$ cat config.mk
export PLATFORM = sky130hd
export DESIGN_NAME = stlr_result_queue
export DESIGN_NICKNAME = d
export VERILOG_FILES = /design/src/hdl/stlr_pkg.sv /design/src/hdl/stlr_result_queue.sv
export SDC_FILE = /design/constraint.sdc
export NUM_CORES = 1
export LEC_CHECK = 0
export BUFFER_PORTS_ARGS = -buffer_cell sky130_fd_sc_hd__buf_2
export CORE_ASPECT_RATIO = 1.1
export CORE_MARGIN = 3
export CORE_UTILIZATION = 48
export DETAILED_ROUTE_END_ITERATION = 7
export PLACE_DENSITY_LB_ADDON = 0.12
export SETUP_SLACK_MARGIN = 0.3
export SYNTH_ARGS = -nofsm -noshare
export SYNTH_HDL_FRONTEND = slang
export SYNTH_SLANG_ARGS = --single-unit
$ cat constraint.sdc
create_clock -name clk -period 10.9 [get_ports clk]
set_input_delay 1.09 -clock clk [delete_from_list [all_inputs] [get_ports clk]]
set_output_delay 1.09 -clock clk [all_outputs]
set_load 0.05 [all_outputs]
$ cat src/hdl/stlr_pkg.sv
// Shared types, constants and helpers for the sorted table linear resampler.
// Used by every module of the block; depends on nothing.
`timescale 1ns / 1ps

package stlr_pkg;

    localparam int TABLE_DEPTH = 256;
    localparam int ADDR_W      = $clog2(TABLE_DEPTH);
    localparam int CNT_W       = $clog2(TABLE_DEPTH + 1);
    localparam int CFG_IDX_W   = 3;

    typedef enum logic [CFG_IDX_W-1:0] {
        REG_PPM       = 3'd0,
        REG_SCALE_Z   = 3'd1,
        REG_SCALE_BX  = 3'd2,
        REG_SCALE_BY  = 3'd3,
        REG_SCALE_BZ  = 3'd4,
        REG_ROT_COS   = 3'd5,
        REG_ROT_SIN   = 3'd6,
        REG_TRANS_Z   = 3'd7
    } cfg_reg_e;

    localparam logic [15:0]        PPM_RESET   = 16'd100;
    localparam logic signed [31:0] SCALE_ONE   = 32'sh0100_0000;
    localparam logic signed [31:0] ROT_ONE     = 32'sh4000_0000;

    localparam logic signed [65:0] SAT_MAX = 66'sd2147483647;
    localparam logic signed [65:0] SAT_MIN = -66'sd2147483648;

    typedef enum logic [0:0] {
        CMD_INSERT = 1'b0,
        CMD_SAMPLE = 1'b1
    } cmd_e;

    typedef enum logic [1:0] {
        ST_OK    = 2'd0,
        ST_FULL  = 2'd1,
        ST_FEW   = 2'd2,
        ST_RANGE = 2'd3
    } status_e;

    typedef struct packed {
        cmd_e               cmd;
        logic signed [31:0] z;
        logic signed [31:0] bx;
        logic signed [31:0] by;
        logic signed [31:0] bz;
        logic [15:0]        idx;
    } item_t;

    typedef struct packed {
        logic signed [31:0] bx;
        logic signed [31:0] by;
        logic signed [31:0] bz;
        logic signed [31:0] first_z;
        logic signed [31:0] last_z;
        logic signed [31:0] step_z;
        logic [15:0]        count;
        logic               last;
        status_e            status;
    } result_t;

    typedef struct packed {
        logic signed [31:0] z;
        logic signed [31:0] bx;
        logic signed [31:0] by;
        logic signed [31:0] bz;
    } point_t;

    typedef struct packed {
        logic [15:0]        ppm;
        logic signed [31:0] scale_z;
        logic signed [31:0] scale_bx;
        logic signed [31:0] scale_by;
        logic signed [31:0] scale_bz;
        logic signed [31:0] rot_cos;
        logic signed [31:0] rot_sin;
        logic signed [31:0] trans_z;
    } cfg_t;

    typedef struct packed {
        logic        start;
        logic [63:0] dividend;
        logic [31:0] divisor;
    } div_req_t;

    typedef struct packed {
        logic        busy;
        logic        done;
        logic [63:0] quotient;
    } div_rsp_t;

    typedef enum logic [4:0] {
        S_IDLE,
        S_INS_MZ,
        S_INS_MX,
        S_INS_MY,
        S_INS_MB,
        S_INS_R1,
        S_INS_R2,
        S_INS_R3,
        S_INS_R4,
        S_INS_R5,
        S_INS_SRD,
        S_INS_SCMP,
        S_INS_WR,
        S_SMP_MUL,
        S_SMP_CNT,
        S_SMP_DIV,
        S_SMP_OFF1,
        S_SMP_OFF2,
        S_CUR_RD,
        S_CUR_CK,
        S_WALK_RD,
        S_WALK_CK,
        S_W_DIV,
        S_LX,
        S_LY,
        S_LZ,
        S_PUSH
    } eng_state_e;

    // Clamp a wide signed value into 32 bits.
    function automatic logic signed [31:0] sat32(input logic signed [65:0] v);
        logic signed [31:0] r;
        begin
            if (v > SAT_MAX)
            begin
                r = 32'sh7FFF_FFFF;
            end
            else if (v < SAT_MIN)
            begin
                r = 32'sh8000_0000;
            end
            else
            begin
                r = v[31:0];
            end
            return r;
        end
    endfunction

endpackage

$ cat src/hdl/stlr_result_queue.sv
// Two-entry result queue between the engine and the result ports.
// Depends on stlr_pkg.
`timescale 1ns / 1ps

module stlr_result_queue
    import stlr_pkg::*;
(
    input  logic    clk,
    input  logic    rst_n,
    input  logic    res_push,
    input  result_t res_in,
    output logic    res_full,
    output logic    empty,
    input  logic    pop,
    output result_t res_out
);

    result_t     slot_reg [2];
    logic        wr_ptr_reg, wr_ptr_next;
    logic        rd_ptr_reg, rd_ptr_next;
    logic [1:0]  fill_reg, fill_next;
    logic        do_push, do_pop;

    assign res_full = (fill_reg == 2'd2);
    assign empty    = (fill_reg == 2'd0);
    assign res_out  = slot_reg[rd_ptr_reg];
    assign do_push  = res_push && !res_full;
    assign do_pop   = pop && !empty;

    always_comb
    begin
        wr_ptr_next = do_push ? ~wr_ptr_reg : wr_ptr_reg;
        rd_ptr_next = do_pop ? ~rd_ptr_reg : rd_ptr_reg;
        fill_next   = fill_reg + {1'b0, do_push} - {1'b0, do_pop};
    end

    always_ff @(posedge clk or negedge rst_n)
    begin
        if (!rst_n)
        begin
            wr_ptr_reg <= 1'b0;
            rd_ptr_reg <= 1'b0;
            fill_reg   <= 2'd0;
        end
        else
        begin
            wr_ptr_reg <= wr_ptr_next;
            rd_ptr_reg <= rd_ptr_next;
            fill_reg   <= fill_next;
        end
    end

    always_ff @(posedge clk)
    begin
        if (do_push)
        begin
            slot_reg[wr_ptr_reg] <= res_in;
        end
    end

endmodule

==> impl_results.md <==
* Mapped Cells at 675
* Min Tclk post-route at roughly 4.0 ns
* Cts repair resizes at 0
* DRT Pass-1 Iters at 4
* Relative slew margins at between 20 and 25%
* Cell row count at 70
* HP Class: primary input to asynchronous set/reset pin
* Crit path buffers/inverters at 2
* Die area at 36100 µm²
* Starting Density at approximately half
* Clk_skew at slightly below 0.007 ns
* Initial antenna violation count at 10
* TritonCTS clock tree: built
* Post-Syn Area at between 15000 and 20000 µm²
* Share of post-route cells with drive strength above 1 at between 60% and 70%
* Clk_lat worst skew at 0.52 ns
* Final net count at approximately 1300
* Yosys cell types at 16
* Sequential cell area at 12800 µm²
* Yosys top cell by area: edfxtp_1
* Most common cell in the netlist: edfxtp_1
* Number of max-cap violations at 0
* Max VDD drop at 206 µV
* Status: complete, no violations
* Register area share after synthesis at 78.5%
* Clock buffer depth at 3
* Post-Syn Nets at ~890
* Total Routed Length at 32.3 mm
* HPWL after detailed placement at 21.8 mm
* RSZ-0062 raised after global routing: no
* DR WL/cell at 20.3 µm
* Routed vias at 7789
* Crit-path slowest cell: dfrtp_4
* Worst Setup Start Kind: flip-flop
* Final Util at 60.0%
* Area of the core at 33400 µm²
* DR iter-0 viols at about 380
* Post-DR vias/cell at 4.90
* Fillers at ~2500
* Post-synth ARST share at less than 1%
* Most used DFF post-synth: edfxtp_1
* CP Capture Type: primary output
* Area of the multi-input gates at about 3200 µm²
* CTS buffer count at 42
* GP Congestion at 0.726
* Fmax at 248 MHz
* GR Overflow Total at 0
* Critical Path Max Stage Delay at 0.91 ns
* Critical path fanouts, max at ~120
* Vias in the first global route at 8094
* Post-synth top area share at between 70 and 80%
* CTS root buf: clkbuf_16
* Synth cell count leaders: edfxtp_1, mux2_4, mux2_2
* Final setup fails at 0
* Clock Sinks at about 430
* Max Slew Vio Count at 0
* CTS H-tree lvls at 2
* Yosys warns at 0
* Post-Route Setup TNS at 0 ns
* Worst-Margin Slew at 1.17 ns
* Setup CP Type: flip-flop to primary output
* DRT antenna net count at 0
* I/O Pins at 428
* Worst EP arrival at 2.94 ns
* #FFs+latches synth at 426
* Syn_area_per_cell at 24.1 µm²
* Pleak at 8.00 nW
* Number of synthesized flops with an enable pin at 422
* Clock slew at reported path FFs at 0.06 ns
* Area delta synth->final at 23.2%
* Final Hold Viols at 0
* Die height at 199 µm
* Tot GR Track Use at 17.0%
* Buffers added on ports at around 430
* Crit path max-delay family: flip-flops
* Cts hold-fix bufs at 0
* Pwr dens at 329 nW/µm²
* Die X at 182 µm
* Required time of the worst setup path at 9.81 ns
* Largest register FFs at 422
* Ordered list of cells on the worst path: buf_12, mux2_4, buf_2
* Dominant cells by area after synthesis: edfxtp_1, mux2_4, mux2_2
* First-pass GRT wire length at 46.8 mm
* Final period util at 37.0%
* Largest net degree at the start of global routing at approximately 120
* Drc violations at 0
* Post-CTS Setup Repair Bufs at 0
## where the power goes
part,internal [W],switching [W]
Sequential,0.00224,0.000120
Clock,0.000844,0.000560
Combinational,0.000858,0.00196
## layer usage
metal	vias up	GRT usage (%)	part of all wire, %
met2	288	29.8	52
met3	69	5.73	7.8
met1	3815	19.7	37
li1	3601	-	-
met4	16	5.93	3.0
met5	-	0	0.32
## stage by stage
stage / std cells / setup slack, ns / hold slack, ns / cell area (µm²) / total power (W)
CTS: 1588 / 6.79 / 0.324 / 20000 / 0.00667
global route: 1590 / 6.71 / 0.327 / 20000 / 0.00684
detailed placement: 1517 / 6.92 / 0.502 / 18700 / 0.00526
global placement: 1517 / 6.90 / 0.487 / 18700 / 0.00524
finish: 1591 / 6.87 / 0.360 / 20000 / 0.00659
floorplan: 675 / 3.76 / 0.468 / 16300 / 0.00483
## worst register-to-register path, cell delays in order, from the launching register on
cell	delay [ns]
dfrtp_1	0.41
nand2b_1	0.17
nand2_1	0.17
nor2_4	0.65
buf_4	0.78
buf_4	0.75
## path summary, 6_finish.rpt
kind	start	slack (ns)	endpoint	cells after the start
worst max-delay path	rd_ptr_reg	6.87	res_out[145]	3
worst min-delay path	rst_n	0.36	fill_reg[0]	1
worst max register to register	fill_reg[1]	7.56	slot_reg[0][141]	5
worst min register to register	fill_reg[1]	0.51	fill_reg[1]	1
max in group asynchronous	rst_n	10.41	rd_ptr_reg	1
min in group clk	fill_reg[1]	0.51	fill_reg[1]	1
## cell type report
type                       count  area share [%]
clock buffer                  58            6.06
tap                          432            2.70
clock inverter                13           0.674
sequential                   426            63.8
antenna                        3          0.0375
inverter                       2          0.0375
multi-input combinational    223            15.7
timing repair buffer         434            11.0
## cell usage in the layout (no fill, tap or decap)
master and instances:
clkbuf_16 45, clkbuf_8 4, dfrtp_4 1, nand2b_1 1, inv_1 2, buf_2 427
ha_1 2, clkinvlp_4 1, xnor2_1 3, mux2_2 31, nor2b_1 1, dfrtp_1 3
xor2_1 1, nor2_4 1, buf_4 6, bufinv_16 3, mux2_4 180, clkbuf_1 9
clkinv_1 6, edfxtp_1 422, nand2_1 1, nor2_1 1, buf_12 1, diode_2 3
and3_4 1, clkinv_2 3
## logic make-up after synthesis
family / synth area share (%)
AND/OR/NAND/NOR: 0.185
flip-flops: 78.5
multiplexers: 18.8
XOR/XNOR: 0.215
adder cells (fa/ha/maj): 0.154
buffers and inverters: 2.18
(Power assumes the default switching activity.)
