===== config.mk =====
export PLATFORM = sky130hd
export DESIGN_NAME = stlr_front
export DESIGN_NICKNAME = d
export VERILOG_FILES = /design/src/hdl/stlr_pkg.sv /design/src/hdl/stlr_front.sv
export SDC_FILE = /design/constraint.sdc
export NUM_CORES = 1
export LEC_CHECK = 0
export BUFFER_PORTS_ARGS = -buffer_cell sky130_fd_sc_hd__buf_4
export CAP_MARGIN = 10
export CORE_MARGIN = 2
export CORE_UTILIZATION = 45
export CTS_CLUSTER_DIAMETER = 100
export DETAILED_ROUTE_END_ITERATION = 16
export PLACE_DENSITY = 0.8
export SYNTH_ARGS = -nofsm -noshare
export SYNTH_HDL_FRONTEND = slang
export SYNTH_SLANG_ARGS = --single-unit
export TNS_END_PERCENT = 100

===== constraint.sdc =====
create_clock -name clk -period 9.1 [get_ports clk]
set_input_delay 1.365 -clock clk [delete_from_list [all_inputs] [get_ports clk]]
set_output_delay 1.365 -clock clk [all_outputs]
set_load 0.01 [all_outputs]

===== src/hdl/stlr_pkg.sv =====
// Shared types, constants and helpers for the sorted table linear resampler.
// Used by every module of the block; depends on nothing.
`timescale 1ns / 1ps

package stlr_pkg;

    localparam int TABLE_DEPTH = 256;
    localparam int ADDR_W      = $clog2(TABLE_DEPTH);
    localparam int CNT_W       = $clog2(TABLE_DEPTH + 1);
    localparam int CFG_IDX_W   = 3;

    typedef enum logic [CFG_IDX_W-1:0] {
        REG_PPM       = 3'd0,
        REG_SCALE_Z   = 3'd1,
        REG_SCALE_BX  = 3'd2,
        REG_SCALE_BY  = 3'd3,
        REG_SCALE_BZ  = 3'd4,
        REG_ROT_COS   = 3'd5,
        REG_ROT_SIN   = 3'd6,
        REG_TRANS_Z   = 3'd7
    } cfg_reg_e;

    localparam logic [15:0]        PPM_RESET   = 16'd100;
    localparam logic signed [31:0] SCALE_ONE   = 32'sh0100_0000;
    localparam logic signed [31:0] ROT_ONE     = 32'sh4000_0000;

    localparam logic signed [65:0] SAT_MAX = 66'sd2147483647;
    localparam logic signed [65:0] SAT_MIN = -66'sd2147483648;

    typedef enum logic [0:0] {
        CMD_INSERT = 1'b0,
        CMD_SAMPLE = 1'b1
    } cmd_e;

    typedef enum logic [1:0] {
        ST_OK    = 2'd0,
        ST_FULL  = 2'd1,
        ST_FEW   = 2'd2,
        ST_RANGE = 2'd3
    } status_e;

    typedef struct packed {
        cmd_e               cmd;
        logic signed [31:0] z;
        logic signed [31:0] bx;
        logic signed [31:0] by;
        logic signed [31:0] bz;
        logic [15:0]        idx;
    } item_t;

    typedef struct packed {
        logic signed [31:0] bx;
        logic signed [31:0] by;
        logic signed [31:0] bz;
        logic signed [31:0] first_z;
        logic signed [31:0] last_z;
        logic signed [31:0] step_z;
        logic [15:0]        count;
        logic               last;
        status_e            status;
    } result_t;

    typedef struct packed {
        logic signed [31:0] z;
        logic signed [31:0] bx;
        logic signed [31:0] by;
        logic signed [31:0] bz;
    } point_t;

    typedef struct packed {
        logic [15:0]        ppm;
        logic signed [31:0] scale_z;
        logic signed [31:0] scale_bx;
        logic signed [31:0] scale_by;
        logic signed [31:0] scale_bz;
        logic signed [31:0] rot_cos;
        logic signed [31:0] rot_sin;
        logic signed [31:0] trans_z;
    } cfg_t;

    typedef struct packed {
        logic        start;
        logic [63:0] dividend;
        logic [31:0] divisor;
    } div_req_t;

    typedef struct packed {
        logic        busy;
        logic        done;
        logic [63:0] quotient;
    } div_rsp_t;

    typedef enum logic [4:0] {
        S_IDLE,
        S_INS_MZ,
        S_INS_MX,
        S_INS_MY,
        S_INS_MB,
        S_INS_R1,
        S_INS_R2,
        S_INS_R3,
        S_INS_R4,
        S_INS_R5,
        S_INS_SRD,
        S_INS_SCMP,
        S_INS_WR,
        S_SMP_MUL,
        S_SMP_CNT,
        S_SMP_DIV,
        S_SMP_OFF1,
        S_SMP_OFF2,
        S_CUR_RD,
        S_CUR_CK,
        S_WALK_RD,
        S_WALK_CK,
        S_W_DIV,
        S_LX,
        S_LY,
        S_LZ,
        S_PUSH
    } eng_state_e;

    // Clamp a wide signed value into 32 bits.
    function automatic logic signed [31:0] sat32(input logic signed [65:0] v);
        logic signed [31:0] r;
        begin
            if (v > SAT_MAX)
            begin
                r = 32'sh7FFF_FFFF;
            end
            else if (v < SAT_MIN)
            begin
                r = 32'sh8000_0000;
            end
            else
            begin
                r = v[31:0];
            end
            return r;
        end
    endfunction

endpackage


===== src/hdl/stlr_front.sv =====
// Front end: accepts items, classifies the command and holds them in a two-entry queue.
// Depends on stlr_pkg.
`timescale 1ns / 1ps

module stlr_front
    import stlr_pkg::*;
(
    input  logic        clk,
    input  logic        rst_n,
    input  logic        push,
    output logic        full,
    input  logic        command,
    input  logic [31:0] point_z,
    input  logic [31:0] point_bx,
    input  logic [31:0] point_by,
    input  logic [31:0] point_bz,
    input  logic [15:0] sample_index,
    output logic        item_valid,
    output item_t       item,
    input  logic        item_pop
);

    item_t       slot_reg [2];
    logic        wr_ptr_reg, wr_ptr_next;
    logic        rd_ptr_reg, rd_ptr_next;
    logic [1:0]  fill_reg, fill_next;
    item_t       in_item;
    logic        do_push, do_pop;

    always_comb
    begin
        in_item.cmd = command ? CMD_SAMPLE : CMD_INSERT;
        in_item.z   = point_z;
        in_item.bx  = point_bx;
        in_item.by  = point_by;
        in_item.bz  = point_bz;
        // sample index means nothing to an insert; drop it
        in_item.idx = command ? sample_index : 16'd0;
    end

    assign full       = (fill_reg == 2'd2);
    assign item_valid = (fill_reg != 2'd0);
    assign item       = slot_reg[rd_ptr_reg];
    assign do_push    = push && !full;
    assign do_pop     = item_pop && item_valid;

    always_comb
    begin
        wr_ptr_next = do_push ? ~wr_ptr_reg : wr_ptr_reg;
        rd_ptr_next = do_pop ? ~rd_ptr_reg : rd_ptr_reg;
        fill_next   = fill_reg + {1'b0, do_push} - {1'b0, do_pop};
    end

    always_ff @(posedge clk or negedge rst_n)
    begin
        if (!rst_n)
        begin
            wr_ptr_reg <= 1'b0;
            rd_ptr_reg <= 1'b0;
            fill_reg   <= 2'd0;
        end
        else
        begin
            wr_ptr_reg <= wr_ptr_next;
            rd_ptr_reg <= rd_ptr_next;
            fill_reg   <= fill_next;
        end
    end

    always_ff @(posedge clk)
    begin
        if (do_push)
        begin
            slot_reg[wr_ptr_reg] <= in_item;
        end
    end

endmodule


==> impl_metrics.json, run 1 <==
{
  "vias_per_cell": 4.844,
  "startpoint_type": "flop",
  "finClkSkew_ns": 0.01390,
  "grt_pass1_wl_microns": 32120,
  "dp.cells": 1088,
  "dr_total_vias": 5527,
  "final_antenna_net_count": 0,
  "postSynthAreaPerCell_sq_um": 22.33,
  "io_pins": 296,
  "fin_crit_sh": 0.4999,
  "cp_max_fo": 75,
  "crit_path_max_incr_delay_ns": 1.06,
  "gp_congestion": 0.7581,
  "synth_most_common_cell": "edfxtp_1",
  "worstPathArrival_ns": 3.18,
  "portBuffers": 295,
  "drt_iter0_markers": 270,
  "cts.path.max_buffers": 3,
  "finalHoldViolCount": 0,
  "post_cts_buffers": 0,
  "largest_register_ffs": 290,
  "start_util": 0.4609,
  "root_buffer": "clkbuf_16",
  "cts_buffers": 30,
  "ctsHoldBuffers": 0,
  "area_delta_synth_final_pct": 31.46,
  "die_w_microns": 159.3,
  "drt_first_pass_iters": 4,
  "worst-path-buf-inv": 2,
  "drive_gt1_frac": 0.5985,
  "antenna_found_initial": 1,
  "track_usage": 0.1613,
  "post_cts_resized": 0,
  "die_y_microns": 159.3,
  "grt_overflow": 0,
  "drv_slew": 0,
  "drc": 0,
  "htree_levels": 1,
  "clk_pin_slew_ns": 0.06,
  "synthDistinctLibCells": 16,
  "grt_pass1_vias": 5846,
  "clock_sinks": 294,
  "outcome": "finished, final reports clean",
  "crit_path_frequent_cell": "buf_4",
  "layout_min_cycle_time_ns": 4.549,
  "hold_class": "reg2reg",
  "fmax_mhz": 219.8,
  "syn_inst": 486,
  "rsz0062_at_grt": "no",
  "synth_top_area_frac": 0.8026,
  "fillers": 1728,
  "async_flop_share": 0.01361,
  "ys_seq_area_frac": 0.8118,
  "fin_cells": 1141,
  "worst_slew_pin_slew_ns": 1.021,
  "nNetsFinal": 952,
  "synthTopCellsByArea": "edfxtp_1, mux2_2, clkbuf_8",
  "synth_ff_type": "edfxtp_1",
  "required_ns": 7.74,
  "end_kind": "primary output",
  "cp_slowest_cell": "dfrtp_4",
  "drt_wl_total_microns": 21590,
  "dieArea_sq_mm": 0.02537,
  "path_cells": "buf_4, mux2_2, buf_4",
  "power_density_mw_per_mm2": 317.7,
  "finalSetupViolations": 0,
  "critPathKind": "reg2out",
  "ir_drop_mv": 0.2374,
  "antenna_cells": 0,
  "fin_total_pwr_mw": 4.532,
  "coreArea_sq_mm": 0.02354,
  "syn_nets": 637,
  "synth_area_leader_cell": "edfxtp_1",
  "setup_tns_ns": 0,
  "pre_cts_ws_ns": 5.092,
  "p_leak_nw": 5.325,
  "dp_hpwl_microns": 13980,
  "cpLargestDelayFamily": "flip-flops",
  "slew_headroom": 0.3193,
  "grt_max_degree": 77,
  "synthTopCellsByCount": "edfxtp_1, mux2_2, and2_1, clkbuf_8, buf_6",
  "ys_ff_latch": 294,
  "post_drt_wl_per_cell_microns": 18.92,
  "cts_tree": "built",
  "synth-edff-count": 290,
  "row_count": 56,
  "worst_slack_ns": 4.551,
  "syn_area_sq_mm": 0.01085,
  "insertion_delay_ns": 0.54,
  "yosysWarnings": 0,
  "drv_cap": 0
}
==> power breakdown <==
part / switching (mW) / internal (mW)
combinational: 0.647 / 0.719
clock: 0.474 / 0.703
sequential: 0.131 / 1.86
==> cell families (layout without fill, tap and decap cells) <==
| kind of cell | count (synthesis) | after routing | synth area share |
|---|---|---|---|
| xor+xnor | 4 | 4 | 0.003229 |
| fa+ha+maj | 2 | 2 | 0.002306 |
| mux | 145 | 145 | 0.1505 |
| buf+inv | 19 | 355 | 0.01995 |
| flops | 294 | 294 | 0.8118 |
| simple gates | 22 | 22 | 0.01222 |
==> layout make-up <==
| type | count | area (sq um) | area share |
|---|---|---|---|
| clock buffers | 38 | 802.0 | 0.05623 |
| clock inverters | 15 | 152.6 | 0.01070 |
| inverters | 2 | 7.507 | 0.0005263 |
| multi-input cells | 173 | 1838 | 0.1289 |
| flip-flops and latches | 294 | 8812 | 0.6178 |
| well taps | 319 | 399.1 | 0.02798 |
| repair buffers | 300 | 2252 | 0.1579 |
==> metal layers <==
layer | vias up | track usage | wire length [microns]
met3 | 46 | 0.05001 | 1762
met1 | 2719 | 0.1869 | 8206
met2 | 213 | 0.2870 | 11060
met4 | 2 | 0.05083 | 553
met5 | - | 0 | 10
li1 | 2547 | - | -
==> path summary, 6_finish.rpt <==
path                            slack, ns              end  cells after the start   startpoint
worst max-delay path                 4.55        item[101]                      3   rd_ptr_reg
worst min-delay path                 0.52      fill_reg[0]                      1  fill_reg[0]
worst max register to register       6.92  slot_reg[1][92]                      3  fill_reg[1]
worst min register to register       0.52      fill_reg[0]                      1  fill_reg[0]
max in group asynchronous            8.38       rd_ptr_reg                      1        rst_n
min in group asynchronous            0.61       rd_ptr_reg                      1        rst_n
==> layout by cell type (no fill, tap or decap), drive strengths merged, types with 2 or more instances in the layout <==
| cell | instances |
|---|---|
| ha | 2 |
| bufinv | 3 |
| clkinvlp | 2 |
| and2 | 17 |
| clkinv | 10 |
| clkbuf | 38 |
| inv | 2 |
| xnor2 | 3 |
| dfrtp | 4 |
| edfxtp | 290 |
| buf | 300 |
| mux2 | 145 |
==> metrics by stage <==
step	utilization	cell area (sq um)	hold WS, ns
floorplan	-	10850	0.4608
global placement	0.5653	13310	0.4972
detailed placement	0.5653	13310	0.5075
CTS	0.6059	14260	0.5231
global route	0.6059	14260	0.5483
finish	0.6059	14260	0.5175
Power figures use the tool's default switching activity.
==> inputs of run 2 (changes only) <==
==> constraint.sdc (replaced) <==
create_clock -name clk -period 4.6 [get_ports clk]
set_input_delay 0.69 -clock clk [delete_from_list [all_inputs] [get_ports clk]]
set_output_delay 0.69 -clock clk [all_outputs]
set_load 0.01 [all_outputs]
==> run 2 against run 1 <==
  * Sequential power increased by 96%
  * Non-clock buffer count increased by 2
  * Setup slack got worse by 3.1 ns
  * Final cell count increased by 0.35%
  * Global-route usage increased by 0.31 points
  * Via count increased by 0.81%
  * Clock power increased by 110%
  * Sequential cell count unchanged
  * Core utilization increased by 0.49 points
  * Count of clock-buffer cells in the layout decreased by 5
  * Highest routed layer is now met4
==> impl_metrics.json, run 2 (synthesized netlist as in run 1, its figures left out) <==
{
  "outcome": "finished, final reports clean",
  "r2r_cells": 3,
  "drive_gt1_frac": 0.5993,
  "layout_min_cycle_time_ns": 3.173,
  "mostFrequentLayoutCells": "buf_4, edfxtp_1, mux2_2, clkbuf_16, and2_1",
  "final_common_cell": "buf_4",
  "drt_first_pass_iters": 4,
  "nNetsFinal": 954,
  "post_cts_buffers": 0,
  "grt_pass1_wl_microns": 32880,
  "slew_headroom": 0.4395,
  "r2r-start": "fill_reg[1]",
  "cts.path.max_buffers": 3,
  "area_delta_synth_final_pct": 32.53,
  "whs_path_depth": 1,
  "post_drt_wl_per_cell_microns": 18.89,
  "startpoint_type": "flop",
  "end_kind": "primary output",
  "drv_cap": 0,
  "die_w_microns": 159.3,
  "power_density_mw_per_mm2": 634.1,
  "cp_max_fo": 59,
  "whs_endpoint": "slot_reg[1][106]",
  "rsz0062_at_grt": "no",
  "row_count": 56,
  "worstPathArrival_ns": 2.48,
  "dp_hpwl_microns": 13910,
  "p_leak_nw": 5.379,
  "drc": 0,
  "dr_total_vias": 5572,
  "fin_total_pwr_mw": 9.118,
  "drv_slew": 0,
  "hp-start": "point_bx[26]",
  "ir_drop_mv": 0.4241,
  "cts_buffers": 30,
  "portBuffers": 295,
  "finalSetupViolations": 0,
  "hold_class": "in2reg",
  "die_y_microns": 159.3,
  "worst_slew_pin_slew_ns": 0.8408,
  "grt_max_degree": 94,
  "clk_pin_slew_ns": 0.06,
  "start_util": 0.4609,
  "antenna_cells": 0,
  "grt_overflow": 0,
  "critPathKind": "reg2out",
  "cts_tree": "built",
  "regToRegSetupSlack_ns": 2.39,
  "final_antenna_net_count": 0,
  "htree_levels": 1,
  "grt_pass1_vias": 6045,
  "largest_register_ffs": 290,
  "design_area_sq_mm": 0.01438,
  "insertion_delay_ns": 0.54,
  "worst_slack_ns": 1.427,
  "drt_wl_total_microns": 21630,
  "coreArea_sq_mm": 0.02354,
  "rr_endpoint": "slot_reg[1][45]",
  "drt_iter0_markers": 347,
  "finClkSkew_ns": 0.01457,
  "required_ns": 3.91,
  "antenna_found_initial": 1,
  "dieArea_sq_mm": 0.02537,
  "track_usage": 0.1644,
  "vias_per_cell": 4.866,
  "io_pins": 296,
  "gp_congestion": 0.7535,
  "fmax_mhz": 315.2,
  "finalHoldViolCount": 0,
  "setup_tns_ns": 0,
  "pre_cts_ws_ns": 1.963,
  "fin_crit_sh": 0.6898,
  "clock_sinks": 294,
  "placed_area_sq_mm": 0.01335,
  "root_buffer": "clkbuf_16"
}
[run 2: cell types whose count changed in the layout (fill, tap and decap cells not counted), sizes merged]
| cell | change |
|---|---|
| bufinv | +2 |
| clkinvlp | -1 |
| clkinv | +6 |
| dlygate4sd3 | +1 |
| clkbuf | -5 |
| buf | +1 |
[run 2: timing repair]
action / in CTS / in global routing
setup endpoints to repair: 0 / 0
resized for setup: 0 / 0
hold buffers: 1 / 0
endpoints found under the hold margin: 4 / 0
[run 2: metrics by stage]
| stage | hold WS [ns] | instances | util |
|---|---|---|---|
| floorplan | 0.3944 | 486 | - |
| global placement | 0.4889 | 1089 | 0.5672 |
| detailed placement | 0.4902 | 1089 | 0.5672 |
| CTS | 0.2975 | 1145 | 0.6108 |
| global route | 0.3006 | 1145 | 0.6108 |
| finish | 0.3298 | 1145 | 0.6108 |
[run 2: how the worst max path moves through the flow]
stage / endpoint / slack, ns / start / depth (start not counted)
final: item[39] / 1.43 / rd_ptr_reg / 3
after global routing: item[65] / 1.31 / rd_ptr_reg / 3
after CTS: item[9] / 1.38 / rd_ptr_reg / 3
after detailed placement: item[9] / 1.96 / rd_ptr_reg / 3
after global placement: item[51] / 1.96 / rd_ptr_reg / 3
after floorplan: slot_reg[1][0] / 0.02 / push / 1
[run 2: area by class of cell]
class / instances / area (sq um)
Fill cell: 1728 / 9163
Inverter: 2 / 7.507
Tap cell: 319 / 399.1
Sequential cell: 294 / 8812
Clock buffer: 33 / 783.3
Clock inverter: 22 / 232.7
Multi-Input combinational cell: 173 / 1838
Timing Repair Buffer: 302 / 2307
[run 2: worst max-delay path: stages (launching register included)]
cell,delay (ns)
dfrtp_4,0.98
buf_4,0.41
mux2_2,0.38
buf_4,0.14
[run 2: per-layer routing]
metal  track usage  wire length (microns)  vias to the layer above
li1              -                      -                     2561
met1        0.1952                   8389                     2723
met2        0.2889                  10990                      235
met3       0.04324                   1466                       53
met4       0.06033                    783                        0
met5             0                      0                        -
[run 2: power by group]
part | internal, mW | total, mW | switching, mW
registers | 3.67 | 3.91 | 0.239
clock network | 1.50 | 2.46 | 0.958
logic | 1.45 | 2.76 | 1.30
total | 6.62 | 9.12 | 2.50
