`src/hdl/stlr_pkg.sv`:
```
// Shared types, constants and helpers for the sorted table linear resampler.
// Used by every module of the block; depends on nothing.
`timescale 1ns / 1ps

package stlr_pkg;

    localparam int TABLE_DEPTH = 256;
    localparam int ADDR_W      = $clog2(TABLE_DEPTH);
    localparam int CNT_W       = $clog2(TABLE_DEPTH + 1);
    localparam int CFG_IDX_W   = 3;

    typedef enum logic [CFG_IDX_W-1:0] {
        REG_PPM       = 3'd0,
        REG_SCALE_Z   = 3'd1,
        REG_SCALE_BX  = 3'd2,
        REG_SCALE_BY  = 3'd3,
        REG_SCALE_BZ  = 3'd4,
        REG_ROT_COS   = 3'd5,
        REG_ROT_SIN   = 3'd6,
        REG_TRANS_Z   = 3'd7
    } cfg_reg_e;

    localparam logic [15:0]        PPM_RESET   = 16'd100;
    localparam logic signed [31:0] SCALE_ONE   = 32'sh0100_0000;
    localparam logic signed [31:0] ROT_ONE     = 32'sh4000_0000;

    localparam logic signed [65:0] SAT_MAX = 66'sd2147483647;
    localparam logic signed [65:0] SAT_MIN = -66'sd2147483648;

    typedef enum logic [0:0] {
        CMD_INSERT = 1'b0,
        CMD_SAMPLE = 1'b1
    } cmd_e;

    typedef enum logic [1:0] {
        ST_OK    = 2'd0,
        ST_FULL  = 2'd1,
        ST_FEW   = 2'd2,
        ST_RANGE = 2'd3
    } status_e;

    typedef struct packed {
        cmd_e               cmd;
        logic signed [31:0] z;
        logic signed [31:0] bx;
        logic signed [31:0] by;
        logic signed [31:0] bz;
        logic [15:0]        idx;
    } item_t;

    typedef struct packed {
        logic signed [31:0] bx;
        logic signed [31:0] by;
        logic signed [31:0] bz;
        logic signed [31:0] first_z;
        logic signed [31:0] last_z;
        logic signed [31:0] step_z;
        logic [15:0]        count;
        logic               last;
        status_e            status;
    } result_t;

    typedef struct packed {
        logic signed [31:0] z;
        logic signed [31:0] bx;
        logic signed [31:0] by;
        logic signed [31:0] bz;
    } point_t;

    typedef struct packed {
        logic [15:0]        ppm;
        logic signed [31:0] scale_z;
        logic signed [31:0] scale_bx;
        logic signed [31:0] scale_by;
        logic signed [31:0] scale_bz;
        logic signed [31:0] rot_cos;
        logic signed [31:0] rot_sin;
        logic signed [31:0] trans_z;
    } cfg_t;

    typedef struct packed {
        logic        start;
        logic [63:0] dividend;
        logic [31:0] divisor;
    } div_req_t;

    typedef struct packed {
        logic        busy;
        logic        done;
        logic [63:0] quotient;
    } div_rsp_t;

    typedef enum logic [4:0] {
        S_IDLE,
        S_INS_MZ,
        S_INS_MX,
        S_INS_MY,
        S_INS_MB,
        S_INS_R1,
        S_INS_R2,
        S_INS_R3,
        S_INS_R4,
        S_INS_R5,
        S_INS_SRD,
        S_INS_SCMP,
        S_INS_WR,
        S_SMP_MUL,
        S_SMP_CNT,
        S_SMP_DIV,
        S_SMP_OFF1,
        S_SMP_OFF2,
        S_CUR_RD,
        S_CUR_CK,
        S_WALK_RD,
        S_WALK_CK,
        S_W_DIV,
        S_LX,
        S_LY,
        S_LZ,
        S_PUSH
    } eng_state_e;

    // Clamp a wide signed value into 32 bits.
    function automatic logic signed [31:0] sat32(input logic signed [65:0] v);
        logic signed [31:0] r;
        begin
            if (v > SAT_MAX)
            begin
                r = 32'sh7FFF_FFFF;
            end
            else if (v < SAT_MIN)
            begin
                r = 32'sh8000_0000;
            end
            else
            begin
                r = v[31:0];
            end
            return r;
        end
    endfunction

endpackage

```
`src/hdl/stlr_divider.sv`:
```
// Restoring divider, one quotient bit per cycle, 64-bit dividend by 32-bit divisor.
// Depends on stlr_pkg.
`timescale 1ns / 1ps

module stlr_divider
    import stlr_pkg::*;
(
    input  logic     clk,
    input  logic     rst_n,
    input  div_req_t req,
    output div_rsp_t rsp
);

    logic        busy_reg, busy_next;
    logic        done_reg, done_next;
    logic [5:0]  cnt_reg, cnt_next;
    logic [31:0] rem_reg, rem_next;
    logic [63:0] quo_reg, quo_next;
    logic [31:0] dvs_reg, dvs_next;
    logic [32:0] rem_sh;
    logic [32:0] diff;

    always_comb
    begin
        busy_next = busy_reg;
        done_next = 1'b0;
        cnt_next  = cnt_reg;
        rem_next  = rem_reg;
        quo_next  = quo_reg;
        dvs_next  = dvs_reg;
        rem_sh    = {rem_reg, quo_reg[63]};
        diff      = rem_sh - {1'b0, dvs_reg};
        if (req.start)
        begin
            busy_next = 1'b1;
            cnt_next  = 6'd0;
            rem_next  = 32'd0;
            quo_next  = req.dividend;
            dvs_next  = req.divisor;
        end
        else if (busy_reg)
        begin
            // shift in one dividend bit, subtract where it fits
            if (!diff[32])
            begin
                rem_next = diff[31:0];
                quo_next = {quo_reg[62:0], 1'b1};
            end
            else
            begin
                rem_next = rem_sh[31:0];
                quo_next = {quo_reg[62:0], 1'b0};
            end
            cnt_next = cnt_reg + 6'd1;
            if (cnt_reg == 6'd63)
            begin
                busy_next = 1'b0;
                done_next = 1'b1;
            end
        end
    end

    always_ff @(posedge clk or negedge rst_n)
    begin
        if (!rst_n)
        begin
            busy_reg <= 1'b0;
            done_reg <= 1'b0;
            cnt_reg  <= 6'd0;
        end
        else
        begin
            busy_reg <= busy_next;
            done_reg <= done_next;
            cnt_reg  <= cnt_next;
        end
    end

    always_ff @(posedge clk)
    begin
        rem_reg <= rem_next;
        quo_reg <= quo_next;
        dvs_reg <= dvs_next;
    end

    assign rsp.busy     = busy_reg;
    assign rsp.done     = done_reg;
    assign rsp.quotient = quo_reg;

endmodule

```
`config.mk`:
```
export PLATFORM = sky130hd
export DESIGN_NAME = stlr_divider
export DESIGN_NICKNAME = d
export VERILOG_FILES = /design/src/hdl/stlr_pkg.sv /design/src/hdl/stlr_divider.sv
export SDC_FILE = /design/constraint.sdc
export NUM_CORES = 1
export LEC_CHECK = 0
export BUFFER_PORTS_ARGS = -buffer_cell sky130_fd_sc_hd__buf_2
export CAP_MARGIN = 20
export CORE_MARGIN = 2
export CORE_UTILIZATION = 45
export CTS_CLUSTER_SIZE = 14
export DETAILED_ROUTE_END_ITERATION = 7
export PLACE_DENSITY = 0.68
export SETUP_SLACK_MARGIN = 0.15
export SLEW_MARGIN = 10
export SYNTH_ARGS = -nofsm -noshare
export SYNTH_HDL_FRONTEND = slang
export SYNTH_SLANG_ARGS = --single-unit
```
`constraint.sdc`:
```
create_clock -name clk -period 7.9 [get_ports clk]
set_input_delay 0 -clock clk [delete_from_list [all_inputs] [get_ports clk]]
set_output_delay 0 -clock clk [all_outputs]
set_load 0.01 [all_outputs]
```
==> impl_metrics.py, run 1 <==
metrics = {
    "clocking": {
        "hold_buffers": 98,
        "post-cts-setup-buffer-count": 0,
        "cts_tree": "done",
        "ctsResizeCount": 0,
        "clk-insertion-delay-late_ps": 420,
        "htree_levels": 4,
        "cts_buffers": 17,
        "clkSlewWorstSetupHoldPaths_ps": 60,
        "root_buffer": "clkbuf_16",
        "clk_path_buf_depth": 2,
        "cts_sinks": 136,
    },
    "drt": {
        "routed_wl_um": 17900,
        "firstDrtPassIters": 6,
        "via_per_inst": 5.23,
        "drt-initial-drc-count": 302,
        "vias": 5791,
        "ant_nets": 0,
        "routedWlPerCell_um": 16.1,
        "drc": 0,
    },
    "yosys": {
        "async_reset_ff_frac": 0.0588,
        "avgSynthCellArea_um2": 11.7,
        "yosysWarningCount": 0,
        "synth_cells": 623,
        "synth_area_um2": 7270,
        "syn-num-nets": 756,
        "synth.distinct_cells": 63,
        "ys_seq_area_frac": 0.512,
        "synth_edf_count": 96,
        "ys.flop_type": "edfxtp_1",
        "synth-seq-cells": 136,
    },
    "sta": {
        "max_clock_freq_ghz": 0.252,
        "worst_clock_skew_ps": 9.32,
        "setup_viol": 0,
        "hold_viol_final": 0,
        "min_period_ps": 3970,
        "slew_headroom": 0.422,
        "finalSetupTns_ps": 0,
        "finalMaxSlewViolations": 0,
        "timing.final.crit_share": 0.502,
        "worst_pin_slew_ps": 867,
        "rsz0062_at_grt": "no",
    },
    "global_routing": {
        "antenna_found_initial": 0,
        "grt_pass1_vias": 5874,
        "grtUsageTotal": 0.214,
        "grt_pass1_wl_um": 28600,
        "overflow": 0,
        "grt_max_degree": 72,
    },
    "run_status": {
        "status": "finished, final reports clean",
    },
    "final_layout": {
        "fill_cells": 1218,
        "area_delta_synth_final_pct": 35.0,
        "largest_reg_flops": 64,
        "diodes": 0,
        "drive_gt1_frac": 0.300,
        "most-common-layout-cells": "buf_2, dlygate4sd3_1, edfxtp_1",
        "layout_commonest_cell": "buf_2",
        "final_net_count": 1012,
        "final_cells": 1108,
    },
    "critical_path": {
        "critPathKind": "flop to flop",
        "reg2regPathDepth": 13,
        "setup.worst_path.end_class": "flop",
        "cp-start-kind": "flop",
        "cp_cell_sequence": "inv_1 -> ha_1 -> fa_1 -> nor2b_1 -> o31a_1 -> o211ai_2 -> a21boi_1 -> o31ai_1 -> a311oi_4 -> buf_6 -> buf_4 -> mux2_1 -> a211oi_2",
        "cpMaxStageDelayCell": "a311oi_4",
        "cp_max_fo": 21,
        "max_stage_delay_ps": 700,
        "cp.arrival_ps": 4300,
        "worst_ep_required_time_ps": 8230,
    },
    "worst_hold_path": {
        "hold_path_class": "input port to flop",
        "min_path_cells": 2,
    },
    "die": {
        "die_h_um": 131,
        "die_area_um2": 17200,
        "die_x_um": 131,
        "io_pins": 165,
        "coreArea_um2": 15800,
        "start_util": 0.459,
        "rows": 46,
    },
    "power": {
        "power_density_nw_per_um2": 189,
        "irDropWorstVdd_mv": 0.147,
        "p_leak_nw": 4.24,
    },
    "place": {
        "dpl.hpwl_um": 11400,
        "io_buffers": 164,
        "gp_congestion": 0.881,
        "placed_cells": 977,
    },
    "flow_run": {
        "drv_cap": 0,
    },
}
critical path: cells and delay by family (launching register included):
family	cells	cell delay (ps)
AO/OA/AOI/OAI	6	1720
adder cells (fa/ha/maj)	2	640
buffers and inverters	3	640
flip-flops	1	340
multiplexers	1	380
AND/OR/NAND/NOR	1	160
Yosys cell counts (5+ instances only):
library cell	number	area, µm²
nand3_1	5	25.0
xor2_1	13	114
a211oi_1	28	210
mux2i_1	29	290
o21a_1	6	45.0
a21o_1	12	90.1
o21ai_1	7	35.0
clkbuf_1	24	90.1
and2_1	5	31.3
edfxtp_1	96	2880
mux2_2	64	721
ha_1	33	413
nor3_1	5	25.0
a21oi_1	29	145
inv_1	47	176
dfxtp_1	32	641
xnor2_1	17	149
dfrtp_1	8	200
o21ai_0	12	60.1
a31oi_1	7	43.8
nand2b_1	7	43.8
or3_1	6	37.5
nand2_1	17	63.8
nor2_1	48	180
power by group:
group,switching (mW),internal (mW)
Clock,0.316,0.434
Combinational,0.117,0.134
Sequential,0.0279,0.822
cell families after synthesis:
logic type / count (synthesis) / synth area share
compound gates: 138 / 0.131
xor+xnor: 30 / 0.0362
fa+ha+maj: 34 / 0.0596
buf+inv: 77 / 0.0441
flops: 136 / 0.512
mux: 94 / 0.141
simple gates: 114 / 0.0756
per-stage QoR:
step	util	total power, mW	hold WS, ps	setup WS (ps)	cell area [µm²]
detailed placement	0.522	1.07	-147	3720	8260
finish	0.620	1.85	182	3930	9810
global placement	0.522	1.06	-153	3860	8260
CTS	0.619	1.86	159	3680	9800
floorplan	-	0.979	-296	5010	7270
global route	0.620	1.92	217	3680	9810
layer usage:
layer | track usage | vias up | part of all wire
met5 | 0 | - | 0
met4 | 0.0751 | 0 | 0.014
met3 | 0.0645 | 23 | 0.064
met2 | 0.356 | 204 | 0.49
met1 | 0.267 | 2741 | 0.44
li1 | - | 2823 | -
worst paths after layout:
| kind | slack [ps] | from | end |
|---|---|---|---|
| min in group asynchronous | 530 | rst_n | cnt_reg[3] |
| setup reg to reg | 3930 | quo_reg[63] | rem_reg[0] |
| setup / recovery | 3930 | quo_reg[63] | rem_reg[0] |
| max in group asynchronous | 7090 | rst_n | busy_reg |
| hold / removal | 180 | req[96] | cnt_reg[1] |
| hold reg to reg | 500 | rem_reg[30] | rem_reg[30] |
cell type report:
class                   instances  area [µm²]  area share
flip-flops and latches        136        3720       0.380
inverters                      47         176      0.0180
multi-input cells             410        3230       0.330
clock buffers                  18         429      0.0438
repair buffers                267        1850       0.188
clock inverters                14         128      0.0130
well taps                     216         270      0.0276
Power figures use the tool's default switching activity.
==> inputs of run 2 (changes only) <==
--- a/config.mk
+++ b/config.mk
@@ -5,13 +5,14 @@
 export SDC_FILE = /design/constraint.sdc
 export NUM_CORES = 1
 export LEC_CHECK = 0
+export ABC_AREA = 1
 export BUFFER_PORTS_ARGS = -buffer_cell sky130_fd_sc_hd__buf_2
 export CAP_MARGIN = 20
 export CORE_MARGIN = 2
 export CORE_UTILIZATION = 45
 export CTS_CLUSTER_SIZE = 14
 export DETAILED_ROUTE_END_ITERATION = 7
-export PLACE_DENSITY = 0.68
+export PLACE_DENSITY = 0.67
 export SETUP_SLACK_MARGIN = 0.15
 export SLEW_MARGIN = 10
 export SYNTH_ARGS = -nofsm -noshare
==> constraint.sdc (replaced) <==
create_clock -name clk -period 4 [get_ports clk]
set_input_delay 0 -clock clk [delete_from_list [all_inputs] [get_ports clk]]
set_output_delay 0 -clock clk [all_outputs]
set_load 0.01 [all_outputs]
==> impl_metrics.py, run 2 <==
metrics = {
    "sta": {
        "min_period_ps": 2850,
        "finalSetupTns_ps": 0,
        "timing.final.crit_share": 0.712,
        "setup_viol": 0,
        "hold_viol_final": 0,
        "worst_pin_slew_ps": 859,
        "max_clock_freq_ghz": 0.351,
        "holdWs_ps": 273,
        "worst_clock_skew_ps": 13.5,
        "rsz0062_at_grt": "no",
        "slew_headroom": 0.427,
        "finalMaxSlewViolations": 0,
    },
    "clocking": {
        "cts_tree": "done",
        "htree_levels": 4,
        "post-cts-setup-buffer-count": 0,
        "hold_buffers": 99,
        "clk-insertion-delay-late_ps": 430,
        "ctsResizeCount": 0,
        "cts_sinks": 136,
        "clk_path_buf_depth": 2,
        "clkSlewWorstSetupHoldPaths_ps": 70,
        "root_buffer": "clkbuf_16",
        "cts_buffers": 17,
    },
    "final_layout": {
        "layout_commonest_cell": "nand2_1",
        "most-common-layout-cells": "nand2_1, inv_1, buf_2",
        "area_delta_synth_final_pct": 31.5,
        "fill_cells": 1593,
        "diodes": 0,
        "largest_reg_flops": 64,
        "drive_gt1_frac": 0.149,
        "final_net_count": 1566,
        "final_cells": 1675,
    },
    "power": {
        "p_leak_nw": 5.94,
        "irDropWorstVdd_mv": 0.372,
        "power_density_nw_per_um2": 356,
    },
    "die": {
        "io_pins": 165,
        "start_util": 0.459,
        "coreArea_um2": 18000,
        "die_h_um": 139,
        "die_area_um2": 19400,
        "rows": 49,
        "die_x_um": 139,
    },
    "drt": {
        "ant_nets": 0,
        "firstDrtPassIters": 5,
        "via_per_inst": 4.67,
        "routedWlPerCell_um": 13.6,
        "routed_wl_um": 22700,
        "drc": 0,
        "vias": 7829,
        "drt-initial-drc-count": 434,
    },
    "global_routing": {
        "antenna_found_initial": 0,
        "grt_busiest_layer": "met2",
        "grtUsageTotal": 0.239,
        "use_met3": 0.0523,
        "grt_pass1_vias": 7736,
        "grt_use_met2": 0.409,
        "grt_use_met1": 0.299,
        "grt_max_degree": 81,
        "grt_pass1_wl_um": 37500,
        "overflow": 0,
    },
    "place": {
        "placed_cells": 1544,
        "dpl.hpwl_um": 15300,
        "io_buffers": 164,
        "gp_congestion": 0.988,
    },
    "yosys": {
        "synth.most_common_cell": "nand2_1",
        "avgSynthCellArea_um2": 7.02,
        "synth_area_leaders": "edfxtp_1, nand2_1, inv_1",
        "synth_top_area_share": 0.350,
        "synth_top_area_cell": "edfxtp_1",
        "synth_edf_count": 96,
        "async_reset_ff_frac": 0.0588,
        "synth-seq-cells": 136,
        "yosysWarningCount": 0,
        "synthTopCellsByCount": "nand2_1, inv_1, edfxtp_1",
        "ys_seq_area_frac": 0.452,
        "ys.flop_type": "edfxtp_1",
        "synth_cells": 1173,
        "synth.distinct_cells": 35,
        "synth_area_um2": 8240,
        "syn-num-nets": 1306,
    },
    "critical_path": {
        "worst_ep_required_time_ps": 4140,
        "cp_max_fo": 33,
        "cp-start-kind": "flop",
        "cp.arrival_ps": 2990,
        "critPathKind": "flop to flop",
        "reg2regPathDepth": 15,
        "setup.worst_path.end_class": "flop",
    },
    "run_status": {
        "status": "finished, final reports clean",
    },
    "flow_run": {
        "drv_cap": 0,
    },
    "worst_hold_path": {
        "min_path_cells": 2,
        "hold_path_class": "input port to flop",
    },
}
## run 2: cell types whose count changed in the layout (fill, tap and decap cells not counted), moves of 7 or more
| cell | before | now |
|---|---|---|
| nand2_1 | 17 | 573 |
| a21oi_1 | 29 | 20 |
| mux2i_1 | 29 | 0 |
| xor2_1 | 13 | 3 |
| a21o_1 | 12 | 1 |
| mux2_2 | 64 | 0 |
| inv_1 | 46 | 210 |
| a31oi_1 | 7 | 0 |
| a211oi_1 | 28 | 0 |
| nand3_1 | 5 | 59 |
| nand2b_1 | 7 | 0 |
## run 2: final timing paths
| path | start | endpoint | slack [ps] |
|---|---|---|---|
| setup / recovery | quo_reg[63] | quo_reg[0] | 1150 |
| hold / removal | req[28] | dvs_reg[28] | 270 |
| setup reg to reg | quo_reg[63] | quo_reg[0] | 1150 |
| hold reg to reg | rem_reg[16] | rem_reg[16] | 470 |
| max in group asynchronous | rst_n | cnt_reg[1] | 3150 |
| min in group asynchronous | rst_n | cnt_reg[2] | 560 |
## run 2: kinds of logic (layout without fill, tap and decap cells)
group,count (synthesis),after routing,share of synthesized area
xor gates and xnor gates,15,15,0.0159
and+or+nand+nor,715,715,0.345
buffers and inverters,241,514,0.114
adders and majority gates,34,34,0.0525
DFF,136,136,0.452
AOI/OAI and AO/OA,32,32,0.0210
## run 2: worst max-delay path: stages, from the launching register on
cell,delay [ps]
edfxtp_1,350
inv_1,60
ha_1,220
fa_1,420
inv_1,90
nand2_1,50
nand2_1,90
nand3_1,70
nand2_1,120
nand2_1,60
nand2_1,100
nand2_2,90
nand2_2,80
nand2_1,60
nand2_2,530
o21ai_0,160
## run 2: metal layers
metal  vias to the layer above  share of wire
met5                         -              0
met4                         0          0.020
met3                        33          0.056
met2                       225           0.48
met1                      3490           0.44
li1                       4081              -
## run 2: per-stage QoR
step / cell area (µm²) / power, mW / utilization / worst slack (ps)
floorplan: 8240 / 1.99 / - / 1660
global placement: 9260 / 2.19 / 0.515 / 1220
detailed placement: 9260 / 2.19 / 0.515 / 1160
CTS: 10800 / 3.88 / 0.603 / 1100
global route: 10800 / 4.03 / 0.603 / 776
finish: 10800 / 3.86 / 0.603 / 1150
## run 2: layout make-up
class / instances / area [µm²] / area share
Tap cell: 229 / 287 / 0.0264
Timing Repair Buffer: 269 / 1860 / 0.172
Multi-Input combinational cell: 796 / 3580 / 0.331
Inverter: 213 / 800 / 0.0738
Sequential cell: 136 / 3720 / 0.344
Clock inverter: 15 / 159 / 0.0147
Clock buffer: 17 / 425 / 0.0393
## run 2: power breakdown
group | switching, mW | leakage (nW) | internal [mW]
combinational | 0.325 | 4.27 | 0.251
clock | 0.718 | 0.290 | 0.886
sequential | 0.0572 | 1.38 | 1.62
